--- config.mk ---
export PLATFORM = sky130hd
export DESIGN_NAME = tnps_ctrl
export DESIGN_NICKNAME = d
export VERILOG_FILES = /design/src/hdl/tnps_pkg.sv /design/src/hdl/tnps_ctrl.sv
export SDC_FILE = /design/constraint.sdc
export NUM_CORES = 1
export LEC_CHECK = 0
export ABC_AREA = 1
export BUFFER_PORTS_ARGS = -buffer_cell sky130_fd_sc_hd__buf_2
export CAP_MARGIN = 5
export CORE_ASPECT_RATIO = 0.7
export CORE_MARGIN = 4
export CORE_UTILIZATION = 40
export CTS_CLUSTER_SIZE = 14
export DETAILED_ROUTE_END_ITERATION = 8
export GPL_ROUTABILITY_DRIVEN = 1
export GPL_TIMING_DRIVEN = 0
export PLACE_DENSITY = 0.7
export RECOVER_POWER = 25
export SYNTH_ARGS = -nofsm -noshare
export SYNTH_HDL_FRONTEND = slang
export SYNTH_SLANG_ARGS = --single-unit
--- constraint.sdc ---
create_clock -name i_clk -period 1.3 [get_ports i_clk]
set_clock_uncertainty 0.05 [all_clocks]
set_input_delay 0.065 -clock i_clk [delete_from_list [all_inputs] [get_ports i_clk]]
set_output_delay 0.065 -clock i_clk [all_outputs]
set_load 0.01 [all_outputs]
--- src/hdl/tnps_pkg.sv ---
// tnps_pkg: shared widths, codes, config and control structs for the
// tracked nearest point search. no dependencies.
`default_nettype none

package tnps_pkg;

    localparam int POS_W        = 24;
    localparam int DIFF_W       = 25;
    localparam int ID_W         = 16;
    localparam int LEN_W        = 23;
    localparam int SLOT_FIELD_W = 8;
    localparam int MODE_W       = 2;
    localparam int SQ_W         = 49;
    localparam int D2_W         = 50;
    localparam int RAD2_W       = 46;
    localparam int DIST_W       = 25;
    localparam int DIV_STEPS    = 25;
    localparam int DIV_CNT_W    = 5;
    localparam int CFG_IDX_W    = 3;
    localparam int CFG_DATA_W   = 23;

    localparam logic [D2_W-1:0] SQRT_TOP_BIT = D2_W'(1) << 48;

    localparam logic [MODE_W-1:0] MODE_CLEAR = 2'd0;
    localparam logic [MODE_W-1:0] MODE_LOAD  = 2'd1;
    localparam logic [MODE_W-1:0] MODE_QUERY = 2'd2;

    localparam logic [CFG_IDX_W-1:0] CFG_WINDOW   = 3'd0;
    localparam logic [CFG_IDX_W-1:0] CFG_SWITCH   = 3'd1;
    localparam logic [CFG_IDX_W-1:0] CFG_DETACH   = 3'd2;
    localparam logic [CFG_IDX_W-1:0] CFG_BOX_X    = 3'd3;
    localparam logic [CFG_IDX_W-1:0] CFG_BOX_Y    = 3'd4;
    localparam logic [CFG_IDX_W-1:0] CFG_BOX_Z    = 3'd5;
    localparam logic [CFG_IDX_W-1:0] CFG_PERIODIC = 3'd6;

    typedef struct packed {
        logic [ID_W-1:0]  window_half_width;
        logic [LEN_W-1:0] switch_radius;
        logic [LEN_W-1:0] detach_radius;
        logic [LEN_W-1:0] box_x;
        logic [LEN_W-1:0] box_y;
        logic [LEN_W-1:0] box_z;
        logic [2:0]       periodic_axes;
    } t_cfg;

    typedef struct packed {
        logic signed [POS_W-1:0] x;
        logic signed [POS_W-1:0] y;
        logic signed [POS_W-1:0] z;
        logic [ID_W-1:0]         tag;
    } t_point;

    typedef struct packed {
        logic clr;
        logic load;
        logic query;
        logic scan_start;
        logic rd;
        logic div_start;
        logic fix;
        logic mul;
        logic sum;
        logic acc;
        logic pass2;
        logic sqrt_start;
        logic finish;
    } t_cmd;

    typedef struct packed {
        logic empty;
        logic last_pt;
        logic div_done;
        logic sqrt_done;
        logic go_global;
        logic found;
        logic out_free;
    } t_sts;

endpackage

`default_nettype wire

--- src/hdl/tnps_ctrl.sv ---
// tnps_ctrl: sequencer for load, clear and the per-point search steps
// depends on tnps_pkg
`default_nettype none

module tnps_ctrl (
    input  wire                              i_clk,
    input  wire                              i_rst_n,
    input  wire                              i_in_valid,
    input  wire [tnps_pkg::MODE_W-1:0]       i_mode,
    output logic                             o_in_ready,
    input  tnps_pkg::t_sts                   i_sts,
    output tnps_pkg::t_cmd                   o_cmd
);

    typedef enum logic [10:0] {
        S_IDLE = 11'b000_0000_0001,
        S_HIST = 11'b000_0000_0010,
        S_RD   = 11'b000_0000_0100,
        S_DIFF = 11'b000_0000_1000,
        S_DIV  = 11'b000_0001_0000,
        S_MUL  = 11'b000_0010_0000,
        S_SUM  = 11'b000_0100_0000,
        S_ACC  = 11'b000_1000_0000,
        S_END  = 11'b001_0000_0000,
        S_SQRT = 11'b010_0000_0000,
        S_DONE = 11'b100_0000_0000
    } t_state;

    t_state r_state, n_state;
    logic   accept;

    assign o_in_ready = (r_state == S_IDLE);
    assign accept     = i_in_valid && o_in_ready;

    always_comb begin
        n_state = r_state;
        o_cmd   = '0;
        unique case (r_state)
            S_IDLE: begin
                if (accept) begin
                    unique case (i_mode)
                        tnps_pkg::MODE_CLEAR: o_cmd.clr = 1'b1;
                        tnps_pkg::MODE_LOAD:  o_cmd.load = 1'b1;
                        tnps_pkg::MODE_QUERY: begin
                            o_cmd.query = 1'b1;
                            n_state     = S_HIST;
                        end
                        default: ;
                    endcase
                end
            end
            S_HIST: begin
                o_cmd.scan_start = 1'b1;
                n_state = i_sts.empty ? S_DONE : S_RD;
            end
            S_RD: begin
                o_cmd.rd = 1'b1;
                n_state  = S_DIFF;
            end
            S_DIFF: begin
                o_cmd.div_start = 1'b1;
                n_state         = S_DIV;
            end
            S_DIV: begin
                if (i_sts.div_done) begin
                    o_cmd.fix = 1'b1;
                    n_state   = S_MUL;
                end
            end
            S_MUL: begin
                o_cmd.mul = 1'b1;
                n_state   = S_SUM;
            end
            S_SUM: begin
                o_cmd.sum = 1'b1;
                n_state   = S_ACC;
            end
            S_ACC: begin
                o_cmd.acc = 1'b1;
                n_state   = i_sts.last_pt ? S_END : S_RD;
            end
            S_END: begin
                if (i_sts.go_global) begin
                    o_cmd.pass2 = 1'b1;
                    n_state     = S_RD;
                end else if (i_sts.found) begin
                    o_cmd.sqrt_start = 1'b1;
                    n_state          = S_SQRT;
                end else begin
                    n_state = S_DONE;
                end
            end
            S_SQRT: begin
                if (i_sts.sqrt_done) begin
                    n_state = S_DONE;
                end
            end
            S_DONE: begin
                if (i_sts.out_free) begin
                    o_cmd.finish = 1'b1;
                    n_state      = S_IDLE;
                end
            end
            default: n_state = S_IDLE;
        endcase
    end

    always_ff @(posedge i_clk) begin
        if (!i_rst_n) begin
            r_state <= S_IDLE;
        end else begin
            r_state <= n_state;
        end
    end

endmodule

`default_nettype wire

# Yosys cells after proc, flatten, opt, wreduce, memory -nomap -nowiden
# Cells that the tools add are included.
# W data, S select, Z words.
# totals
regBits,11
latch_bits,0
ramBits,0
rom_bits,0
out_inout_bits,14
elab_cells,51
mem_count,0
# op_classes
addsub,0
n_mul,0
div_mod_pow,0
n_lt_le_gt_ge,0
eq_ne,18
n_shift,0
n_mux,29
bitwise,0
n_reduce_logical,3
# op_table
operator,count
$pmux W11 S11,1
$mux W11,8
$mux W1,16
$eq A11 B1 Y1 const B,1
$eq A11 B10 Y1 const B,1
$eq A11 B11 Y1 const B,1
$eq A11 B2 Y1 const B,1
$eq A11 B3 Y1 const B,1
$eq A11 B4 Y1 const B,1
$eq A11 B5 Y1 const B,1
$eq A11 B6 Y1 const B,1
$eq A11 B7 Y1 const B,1
$eq A11 B8 Y1 const B,1
$eq A11 B9 Y1 const B,1
$mux W9,1
$mux W3,2
$ne A2 B2 Y1 const B,3
$reduce_and A5 Y1,1
$ne A2 B1 Y1 const B,2
$eq A2 B1 Y1 const B,1
$eq A2 B2 Y1 const B,1
$logic_not A2 Y1,1
$mux W2,1
$logic_and A1 B1 Y1,1

# Logic depth before layout (Yosys ltp)
# Gate-level depths: netlist of the first run.
# depth
depth_word,4
depth_mapped,9
depth_no_buf,9

# Worst setup path after synthesis of the first run
# No wires, ideal clock.
# synth_path
path_type,reg-to-reg
start,register r_state[8]
end,register r_state[7]
setup_ps,59
arrival_ps,1205
required_ps,1191
path_slack_ps,-14
path_stages_with_launch,6
n_path_buf,0
period_less_slack_ps,1314
path_cell_list,dfxtp_1 > nor2_2 > nand2_2 > nor4_1 > nand3_1 > inv_1
# synth_between
elab_chain_len,4
# synth_rtl
element,line_no,source
start: declaration,tnps_ctrl.sv:29,"t_state r_state, n_state;"
start signal: assignment,tnps_ctrl.sv:112,r_state <= n_state;
$eq A11 B1 Y1,"tnps_ctrl.sv:32, tnps_ctrl.sv:38",
$logic_and A1 B1 Y1,tnps_ctrl.sv:33,assign accept = i_in_valid && o_in_ready;
$ne A2 B1 Y1 (no line),--,
$reduce_and A5 Y1 (no line),--,
# Several ways; a longest one is shown, not always the timed one.
# A chain may end at the register's enable or synchronous reset.

# Final worst setup path of the first run
# layout_path
start,register r_state[3]
end,register r_state[10]
# The elaborated chain is that of the path after synthesis.

==> results of run 1 <==
final cells by class:
cell class,instances,area share [%]
clock buffer,4,1.90
multi-input combinational,93,43.2
timing repair buffer,50,26.3
buffer,1,0.542
inverter,32,8.67
tap,22,1.99
sequential,11,17.4
routing by layer:
metal	share of wire (%)	routed length, um	vias to the layer above	GRT usage (%)
met5	0	0	-	0
met4	4.6	123	0	14.4
met3	6.4	170	14	6.67
met2	49	1300	37	33.1
met1	40	1080	462	18.0
li1	-	-	523	-
synthesized netlist by cell type:
cell      instances
inv_1            31
nand2_1          28
nor2_1           23
dfxtp_1          11
nand3_1           9
nand2_2           5
nor2_2            5
nor3_1            5
nand3_2           4
nor2_4            4
o21ai_0           3
nand3b_1          2
nor3b_1           2
clkbuf_4          1
inv_2             1
nand2_4           1
nand4_1           1
nor4_1            1
worst max path at each step:
stage               slack [ns]          end        start
global placement          -0.1   r_state[4]  r_state[10]
CTS                      -0.23    o_cmd[11]   r_state[4]
global route             -0.38    o_cmd[12]   r_state[4]
floorplan                 0.02    o_cmd[11]   r_state[8]
finish                   -0.26  r_state[10]   r_state[3]
detailed placement       -0.11    o_cmd[11]   r_state[8]
cell usage in the layout (no fill, tap or decap):
cell type / n
inv_2: 7
nand3b_1: 2
dlygate4sd3_1: 2
o21ai_0: 3
nor3_2: 1
dfxtp_4: 4
inv_1: 25
clkbuf_1: 1
nor2_1: 16
nand2_4: 5
dfxtp_1: 2
nor3b_1: 1
buf_6: 9
nand3_2: 4
buf_4: 19
nand3_1: 9
nor2_2: 4
nor2_4: 12
nand2_1: 21
nor3b_2: 1
nand4_1: 1
dfxtp_2: 5
nor4_4: 1
clkbuf_4: 4
buf_2: 20
nand2_2: 8
nor3_1: 4
cells by family (layout without fill, tap and decap cells):
logic type | after synthesis | after routing | share of synthesized area [%]
flops | 11 | 11 | 26.7
buf+inv | 33 | 87 | 15.5
simple gates | 90 | 90 | 56.1
compound gates | 3 | 3 | 1.82
where the power goes:
part           internal, mW  switching [mW]  leakage [nW]
clock                 0.119           0.123        0.0150
combinational         0.966            1.07         0.676
sequential            0.424          0.0878        0.0943
total                  1.51            1.28         0.786
worst reg2reg max path, delay by kind of cell (launching register included):
kind | cells | cell delay (ns)
and+or+nand+nor | 8 | 0.78
buffers and inverters | 2 | 0.30
DFF | 1 | 0.33
per-stage QoR:
step           hold slack [ns]  instances
5_1_grt                  0.170        213
3_3_place_gp             0.261        184
3_5_place_dp             0.270        184
4_1_cts                  0.128        208
6_report                 0.131        213
2_1_floorplan            0.128        137
timing repair:
item                                   CTS  global route
cloned                                   0             0
resized for setup                       37            21
endpoints found under the hold margin    1             0
pin swaps                               11             9
setup endpoints to repair               24            25
hold buffers                             2             0
buffers inserted                        18             6
==> impl_metrics.ini, run 1 <==
[status]
status = finished, violations left
violations = setup timing

[finish]
final_area_mm2 = 0.00139
n_antenna_cell = 0
final_util_pct = 72.8
finalNetCount = 204
nFillCells = 143
multi_input_area_um2 = 598
drive_above_1_share_pct = 54.5
regMostFlops = r_state
syn_to_final_growth_pct = 67.7
largest_reg_flops = 11
register_area_um2 = 241
largestRegisters = r_state: 11 flops

[detailed_routing]
drc = 0
dr.pass1.iters = 4
avgViaCountPerCell = 4.86
num_vias = 1036
wire_per_inst_um = 12.5
dr.first_iter.drc_count = 42
wl_um = 2670
antenna_left = 0

[critical_path]
cp.arrival_ns = 1.69
cp.depth = 10
reg2reg_from = r_state[3]
crit_required_ns = 1.43
crit_slowest_cell = dfxtp_2
reg2regPathDepth = 10
path_common_cell = nor2_4
crit_fanout = 7
end_kind = register
crit_type = register to register
crit_family = simple AND/OR/NAND/NOR gates
start_kind = register
cpPeakStageDelay_ns = 0.33
crit_buf_inv = 2
rrSetupSlack_ns = -0.26
rr_endpoint = r_state[10]
worstPathCellList = nor2_4, nand2_4, nor2_4, buf_4, nand3_2, nand2_2, nor2_4, buf_4, nor2_1, nor2_1

[clock_network]
cts_root_buffer = clkbuf_4
clk_path_buf_depth = 2
cts_max_level = 1
path_clk_slew_ns = 0.06
clk_latency_ns = 0.28
cts_tree = done
cts.sinks = 11
cts_buffers = 3

[die]
die-area_mm2 = 0.00287
fp-row-count = 13
core_mm2 = 0.00190
die_height_um = 46.0
io_pins = 26
initial_core_util_pct = 43.4
die_width_um = 62.3

[synthesis]
ys_types = 18
ys_seq_area_share_pct = 26.7
synth_area_leaders = dfxtp_1, inv_1, nand2_1
syn_avg_cell_area_um2 = 6.03
synth_warnings = 0
syn_area_um2 = 826
ys_ff_latch = 11
syn_inst = 137
yosys.area.top_type = dfxtp_1
synth_nets = 149
synth_top_area_share_pct = 26.7

[placed_design]
portBuffers = 25
placed_cell_area_um2 = 985
pre_cts_slack_ns = -0.108
dpl.hpwl_um = 1590
routabilityCongestion = 0.791

[worst_hold_path]
min_to = r_state[2]
worstHoldPathType = input pin to register
hp-start = i_sts[6]
hold_depth = 6

[power]
max-vdd-ir-drop_mv = 1.59
leakagePower_nw = 0.786
p_total_mw = 2.79
power_density_mw_per_mm2 = 2020

[timing]
setup_viol = 24
finalSetupTns_ns = -4.94
grt_setup_unrepaired = yes
finalCriticalPeriod_ns = 1.56
worst_slack_ns = -0.261
hold_viol_final = 0
post-route-period-util_pct = 120
fmax_mhz = 641
relSlewSlack_pct = 72.8
tightest_slew_ns = 0.408
finalMaxSlewViolations = 0

[grt]
grt_antenna_before_repair = 0
grt.overflow.total = 0
grt_usage_pct = 18.4
grt_pass1_vias = 938
grt_pass1_wl_um = 3930
grt_max_degree = 11

[job]
drv_cap = 0
Power figures use the tool's default switching activity.
==> inputs of run 2 (changes only) <==
Settings changed: CORE_MARGIN 4 to 2, CTS_BUF_LIST from default to sky130_fd_sc_hd__clkbuf_8 sky130_fd_sc_hd__clkbuf_16.
==> run 2 against run 1 <==
Effect of this change:
- utilization rose by 0.33 points
- cell count fell by 4.7%
- register-to-register slack improved by 0.11 ns
- largest power group unchanged
- critical path depth fell by 2
- critical endpoint is now o_cmd[11]
- combinational power fell by 8%
- die area fell by 15%
- worst setup slack improved by 0.073 ns
- sequential share of layout area fell by 0.53 points
- cell area rose by 0.45%
- highest routed layer unchanged
- clock-buffer cell count fell by 1
- non-clock buffer count fell by 11
- wire length fell by 6.0%
- the run still ends with setup timing left
==> impl_metrics.ini, run 2 (synthesis gave the netlist of run 1 again) <==
[placed_design]
portBuffers = 25
pre_cts_slack_ns = -0.113
routabilityCongestion = 0.823
dpl.hpwl_um = 1570

[critical_path]
crit_buf_inv = 2
cpPeakStageDelay_ns = 0.36
path_common_cell = nor2_4
rr_endpoint = r_state[4]
reg2reg_from = r_state[4]
crit_type = register to primary output
end_kind = primary output
crit_fanout = 4
reg2regPathDepth = 10
rrSetupSlack_ns = -0.15
crit_start = r_state[8]
cp.depth = 8
crit_slowest_cell = dfxtp_4
crit_required_ns = 1.19
start_kind = register
cp.arrival_ns = 1.37
crit_family = simple AND/OR/NAND/NOR gates
critPathCapture = o_cmd[11]
worstPathCellList = nor2_4, nand2_4, nor2_4, nand2_2, inv_2, nand3b_1, nor2_1, buf_2

[timing]
relSlewSlack_pct = 69.3
tightest_slew_ns = 0.457
setup_viol = 24
hold_viol_final = 0
grt_setup_unrepaired = yes
worst_slack_ns = -0.188
finalMaxSlewViolations = 0
finalSetupTns_ns = -2.97
fmax_mhz = 672
finalCriticalPeriod_ns = 1.49
post-route-period-util_pct = 114

[finish]
finalNetCount = 194
largestRegisters = r_state: 11 flops
nFillCells = 151
syn_to_final_growth_pct = 68.5
regMostFlops = r_state
layout_common_cells = inv_1, nand2_1, nor2_1, buf_2
final_util_pct = 73.1
largest_reg_flops = 11
n_antenna_cell = 0
final_common_cell = inv_1
drive_above_1_share_pct = 56.9

[die]
die_width_um = 58.3
die-area_mm2 = 0.00245
core_mm2 = 0.00190
fp-row-count = 13
initial_core_util_pct = 43.4
io_pins = 26
die_height_um = 42.0

[clock_network]
cts_max_level = 1
path_clk_slew_ns = 0.05
clk_latency_ns = 0.24
cts_hold_buf = 0
clk_path_buf_depth = 2
cts.sinks = 11
cts_buffers = 3
cts_tree = done
cts_root_buffer = clkbuf_8

[status]
violations = setup timing
status = finished, violations left

[worst_hold_path]
hold_depth = 3
worstHoldPathType = input pin to register

[grt]
grt.overflow.total = 0
grt_antenna_before_repair = 0
grt_pass1_vias = 986
grt_max_degree = 11
grt_pass1_wl_um = 4200
grt_usage_pct = 22.8

[detailed_routing]
dr.first_iter.drc_count = 28
avgViaCountPerCell = 4.96
wl_um = 2510
antenna_left = 0
drc = 0
dr.pass1.iters = 4
num_vias = 1007
wire_per_inst_um = 12.4

[power]
seqPwrFrac_pct = 18.9
max-vdd-ir-drop_mv = 1.61
leakagePower_nw = 0.761
clockPowerShare_pct = 12.5
combPwrFrac_pct = 68.6
intPower_mw = 1.41
power_density_mw_per_mm2 = 1970
switching_share_pct = 48.5
power.switching_mw = 1.33

[job]
drv_cap = 0
## run 2: cell types whose count changed in the layout (fill, tap and decap cells not counted), sizes merged
cell         change
inv              +1
clkbuf           -1
buf              -9
dlygate4sd3      -2
nor2             +1
## run 2: worst register-to-register path, delay by kind of cell, from the launching register on
family | cells | cell delay (ns)
flops | 1 | 0.35
simple gates | 8 | 0.79
buf+inv | 2 | 0.19
## run 2: how the worst min path moves through the flow
stage,slack (ns),startpoint,end
2_1_floorplan,0.13,i_mode[0],o_cmd[12]
3_3_place_gp,0.26,i_sts[5],r_state[8]
3_5_place_dp,0.27,i_sts[5],r_state[8]
4_1_cts,0.007,i_sts[5],r_state[8]
5_1_grt,0.03,i_sts[5],r_state[8]
6_report,0.01,i_sts[5],r_state[8]
## run 2: power by group through the flow
stage | sequential (mW) | combinational, mW | clock [mW]
floorplan | 0.463 | 0.898 | 0
global placement | 0.475 | 1.10 | 0
detailed placement | 0.477 | 1.13 | 0
CTS | 0.484 | 1.57 | 0.349
global route | 0.532 | 2.06 | 0.372
finish | 0.517 | 1.88 | 0.343
## run 2: what timing repair did
item	CTS	global route
buffers inserted	11	4
pin swaps	12	15
setup endpoints to repair	24	25
resized for setup	41	33
gates cloned	1	0
## run 2: stage by stage
stage               instance area, um2  hold slack, ns  power [mW]  std cells
floorplan                          832           0.128        1.36        137
global placement                   985           0.261        1.58        184
detailed placement                 985           0.271        1.61        184
CTS                               1240         0.00652        2.40        200
global route                      1390          0.0263        2.96        203
finish                            1390          0.0140        2.74        203
## run 2: area by class of cell
type	count	area (um2)	area share, %
multi-input cells	94	649	46.7
flip-flops and latches	11	235	16.9
plain buffers	1	7.51	0.540
clock buffers	3	41.3	2.97
well taps	22	27.5	1.98
clock inverters	1	3.75	0.270
repair buffers	39	302	21.7
inverters	32	125	8.99
## run 2: per-layer routing
metal | GRT usage (%) | wire length [um]
met5 | 0 | 0
met4 | 7.91 | 33
met3 | 5.86 | 148
met2 | 40.4 | 1310
met1 | 26.3 | 1010
==> inputs of run 3 (changes only) <==
Settings changed: CORE_UTILIZATION 40 to 44, PLACE_DENSITY 0.7 to 0.75.
==> run 3 against run 2 <==
Effect of this change:
- register-to-register slack lost 0.02 ns
- the run still ends with setup timing left
- sequential cell count unchanged
- via count increased by 3.2%
- critical path type unchanged
- clock power about the same
- wire length is 14% higher
==> impl_metrics.ini, run 3 (synthesis gave the netlist of run 1 again) <==
[placed_design]
dpl.hpwl_um = 1570
routabilityCongestion = 0.813
portBuffers = 25

[grt]
grt_pass1_wl_um = 4130
grt.overflow.total = 0
grt_pass1_vias = 934
grt_max_degree = 11
grt_usage_pct = 25.6
grt_antenna_before_repair = 0

[finish]
register_area_um2 = 241
largest_reg_flops = 11
finalNetCount = 198
nFillCells = 115
regMostFlops = r_state
n_antenna_cell = 0
final_common_cell = inv_1
largestRegisters = r_state: 11 flops
drive_above_1_share_pct = 60.5
layout_common_cells = inv_1, buf_2, nand2_1, nor2_1, buf_4
syn_to_final_growth_pct = 67.9
multi_input_area_um2 = 647

[timing]
finalCriticalPeriod_ns = 1.53
grt_setup_unrepaired = yes
relSlewSlack_pct = 78.6
fmax_mhz = 653
finalSetupTns_ns = -3.77
setup_viol = 24
hold_slack_ns = 0.0247
worst_slack_ns = -0.231
finalMaxSlewViolations = 0
tightest_slew_ns = 0.319
hold_viol_final = 0
post-route-period-util_pct = 118

[job]
drv_cap = 0

[worst_hold_path]
worstHoldPathType = input pin to register

[clock_network]
clk_latency_ns = 0.24
path_clk_slew_ns = 0.05
cts_root_buffer = clkbuf_8
cts_max_level = 1
cts_buffers = 3
cts.sinks = 11
clk_path_buf_depth = 2
cts_hold_buf = 0
cts_tree = done

[status]
violations = setup timing
status = finished, violations left

[power]
p_total_mw = 2.81
power.switching_mw = 1.35
power_density_mw_per_mm2 = 2020
intPower_mw = 1.46
combPwrFrac_pct = 69.6
leakagePower_nw = 0.763
switching_share_pct = 48.1
seqPwrFrac_pct = 18.2
max-vdd-ir-drop_mv = 1.65
clockPowerShare_pct = 12.2

[die]
initial_core_util_pct = 45.7
die_height_um = 40.2
io_pins = 26
core_mm2 = 0.00181
die-area_mm2 = 0.00224
fp-row-count = 13
die_width_um = 55.8

[critical_path]
crit_required_ns = 1.19
start_kind = register
end_kind = primary output
crit_fanout = 4
crit_type = register to primary output
cp.arrival_ns = 1.42

[detailed_routing]
drc = 0
dr.first_iter.drc_count = 23
num_vias = 1039
wire_per_inst_um = 13.9
antenna_left = 0
wl_um = 2870
avgViaCountPerCell = 5.02
dr.pass1.iters = 4
## run 3: changes by cell type in the layout (fill, tap and decap cells not counted), sizes merged
cell,previous run,this run
buf,39,43
## run 3: worst paths after layout
path               from    endpoint  slack, ns  cells past startpoint
min reg2reg  r_state[6]  r_state[7]       0.56                      4
min            i_sts[5]  r_state[8]       0.02                      3
max reg2reg  r_state[4]  r_state[4]      -0.17                     10
max          r_state[4]    o_cmd[9]      -0.23                      7
## run 3: layout make-up
type                       count  share of cell area (%)
multi-input combinational     94                    46.7
timing repair buffer          43                    21.5
sequential                    11                    17.4
inverter                      32                    8.66
clock buffer                   3                    2.98
tap                           22                    1.99
buffer                         1                   0.542
clock inverter                 1                   0.271
## run 3: metrics by stage
step | area, um2 | setup slack (ns) | cells | utilization, %
finish | 1390 | -0.231 | 207 | 76.8
global placement | 985 | -0.0853 | 184 | 54.5
global route | 1390 | -0.350 | 207 | 76.8
floorplan | 832 | 0.0163 | 137 | -
CTS | 1250 | -0.201 | 200 | 69.2
detailed placement | 985 | -0.106 | 184 | 54.5
## run 3: metal layers
metal | track usage (%) | wire length [um] | vias to the layer above
li1 | - | - | 513
met1 | 29.0 | 1150 | 474
met2 | 47.9 | 1460 | 42
met4 | 12.2 | 79 | 0
met3 | 6.13 | 180 | 10
met5 | 0 | 0 | -
## run 3: worst max-delay path, cell delays in order, from the launching register on
cell,delay [ns]
dfxtp_4,0.35
nor2_4,0.14
nand2_4,0.08
nor2_4,0.13
buf_4,0.16
nand2_2,0.08
inv_1,0.09
buf_2,0.13
## run 3: what timing repair did
action                     CTS  global route
resized for setup           39            28
pin swaps                   19             7
setup buffers               11             7
setup endpoints to repair   24            25
cloned                       1             0
## run 3: power groups by stage
stage	Combinational (mW)	Sequential (mW)	Clock [mW]
2_1_floorplan	0.898	0.463	0
3_3_place_gp	1.10	0.473	0
3_5_place_dp	1.13	0.481	0
4_1_cts	1.69	0.487	0.345
5_1_grt	2.10	0.517	0.365
6_report	1.95	0.510	0.344
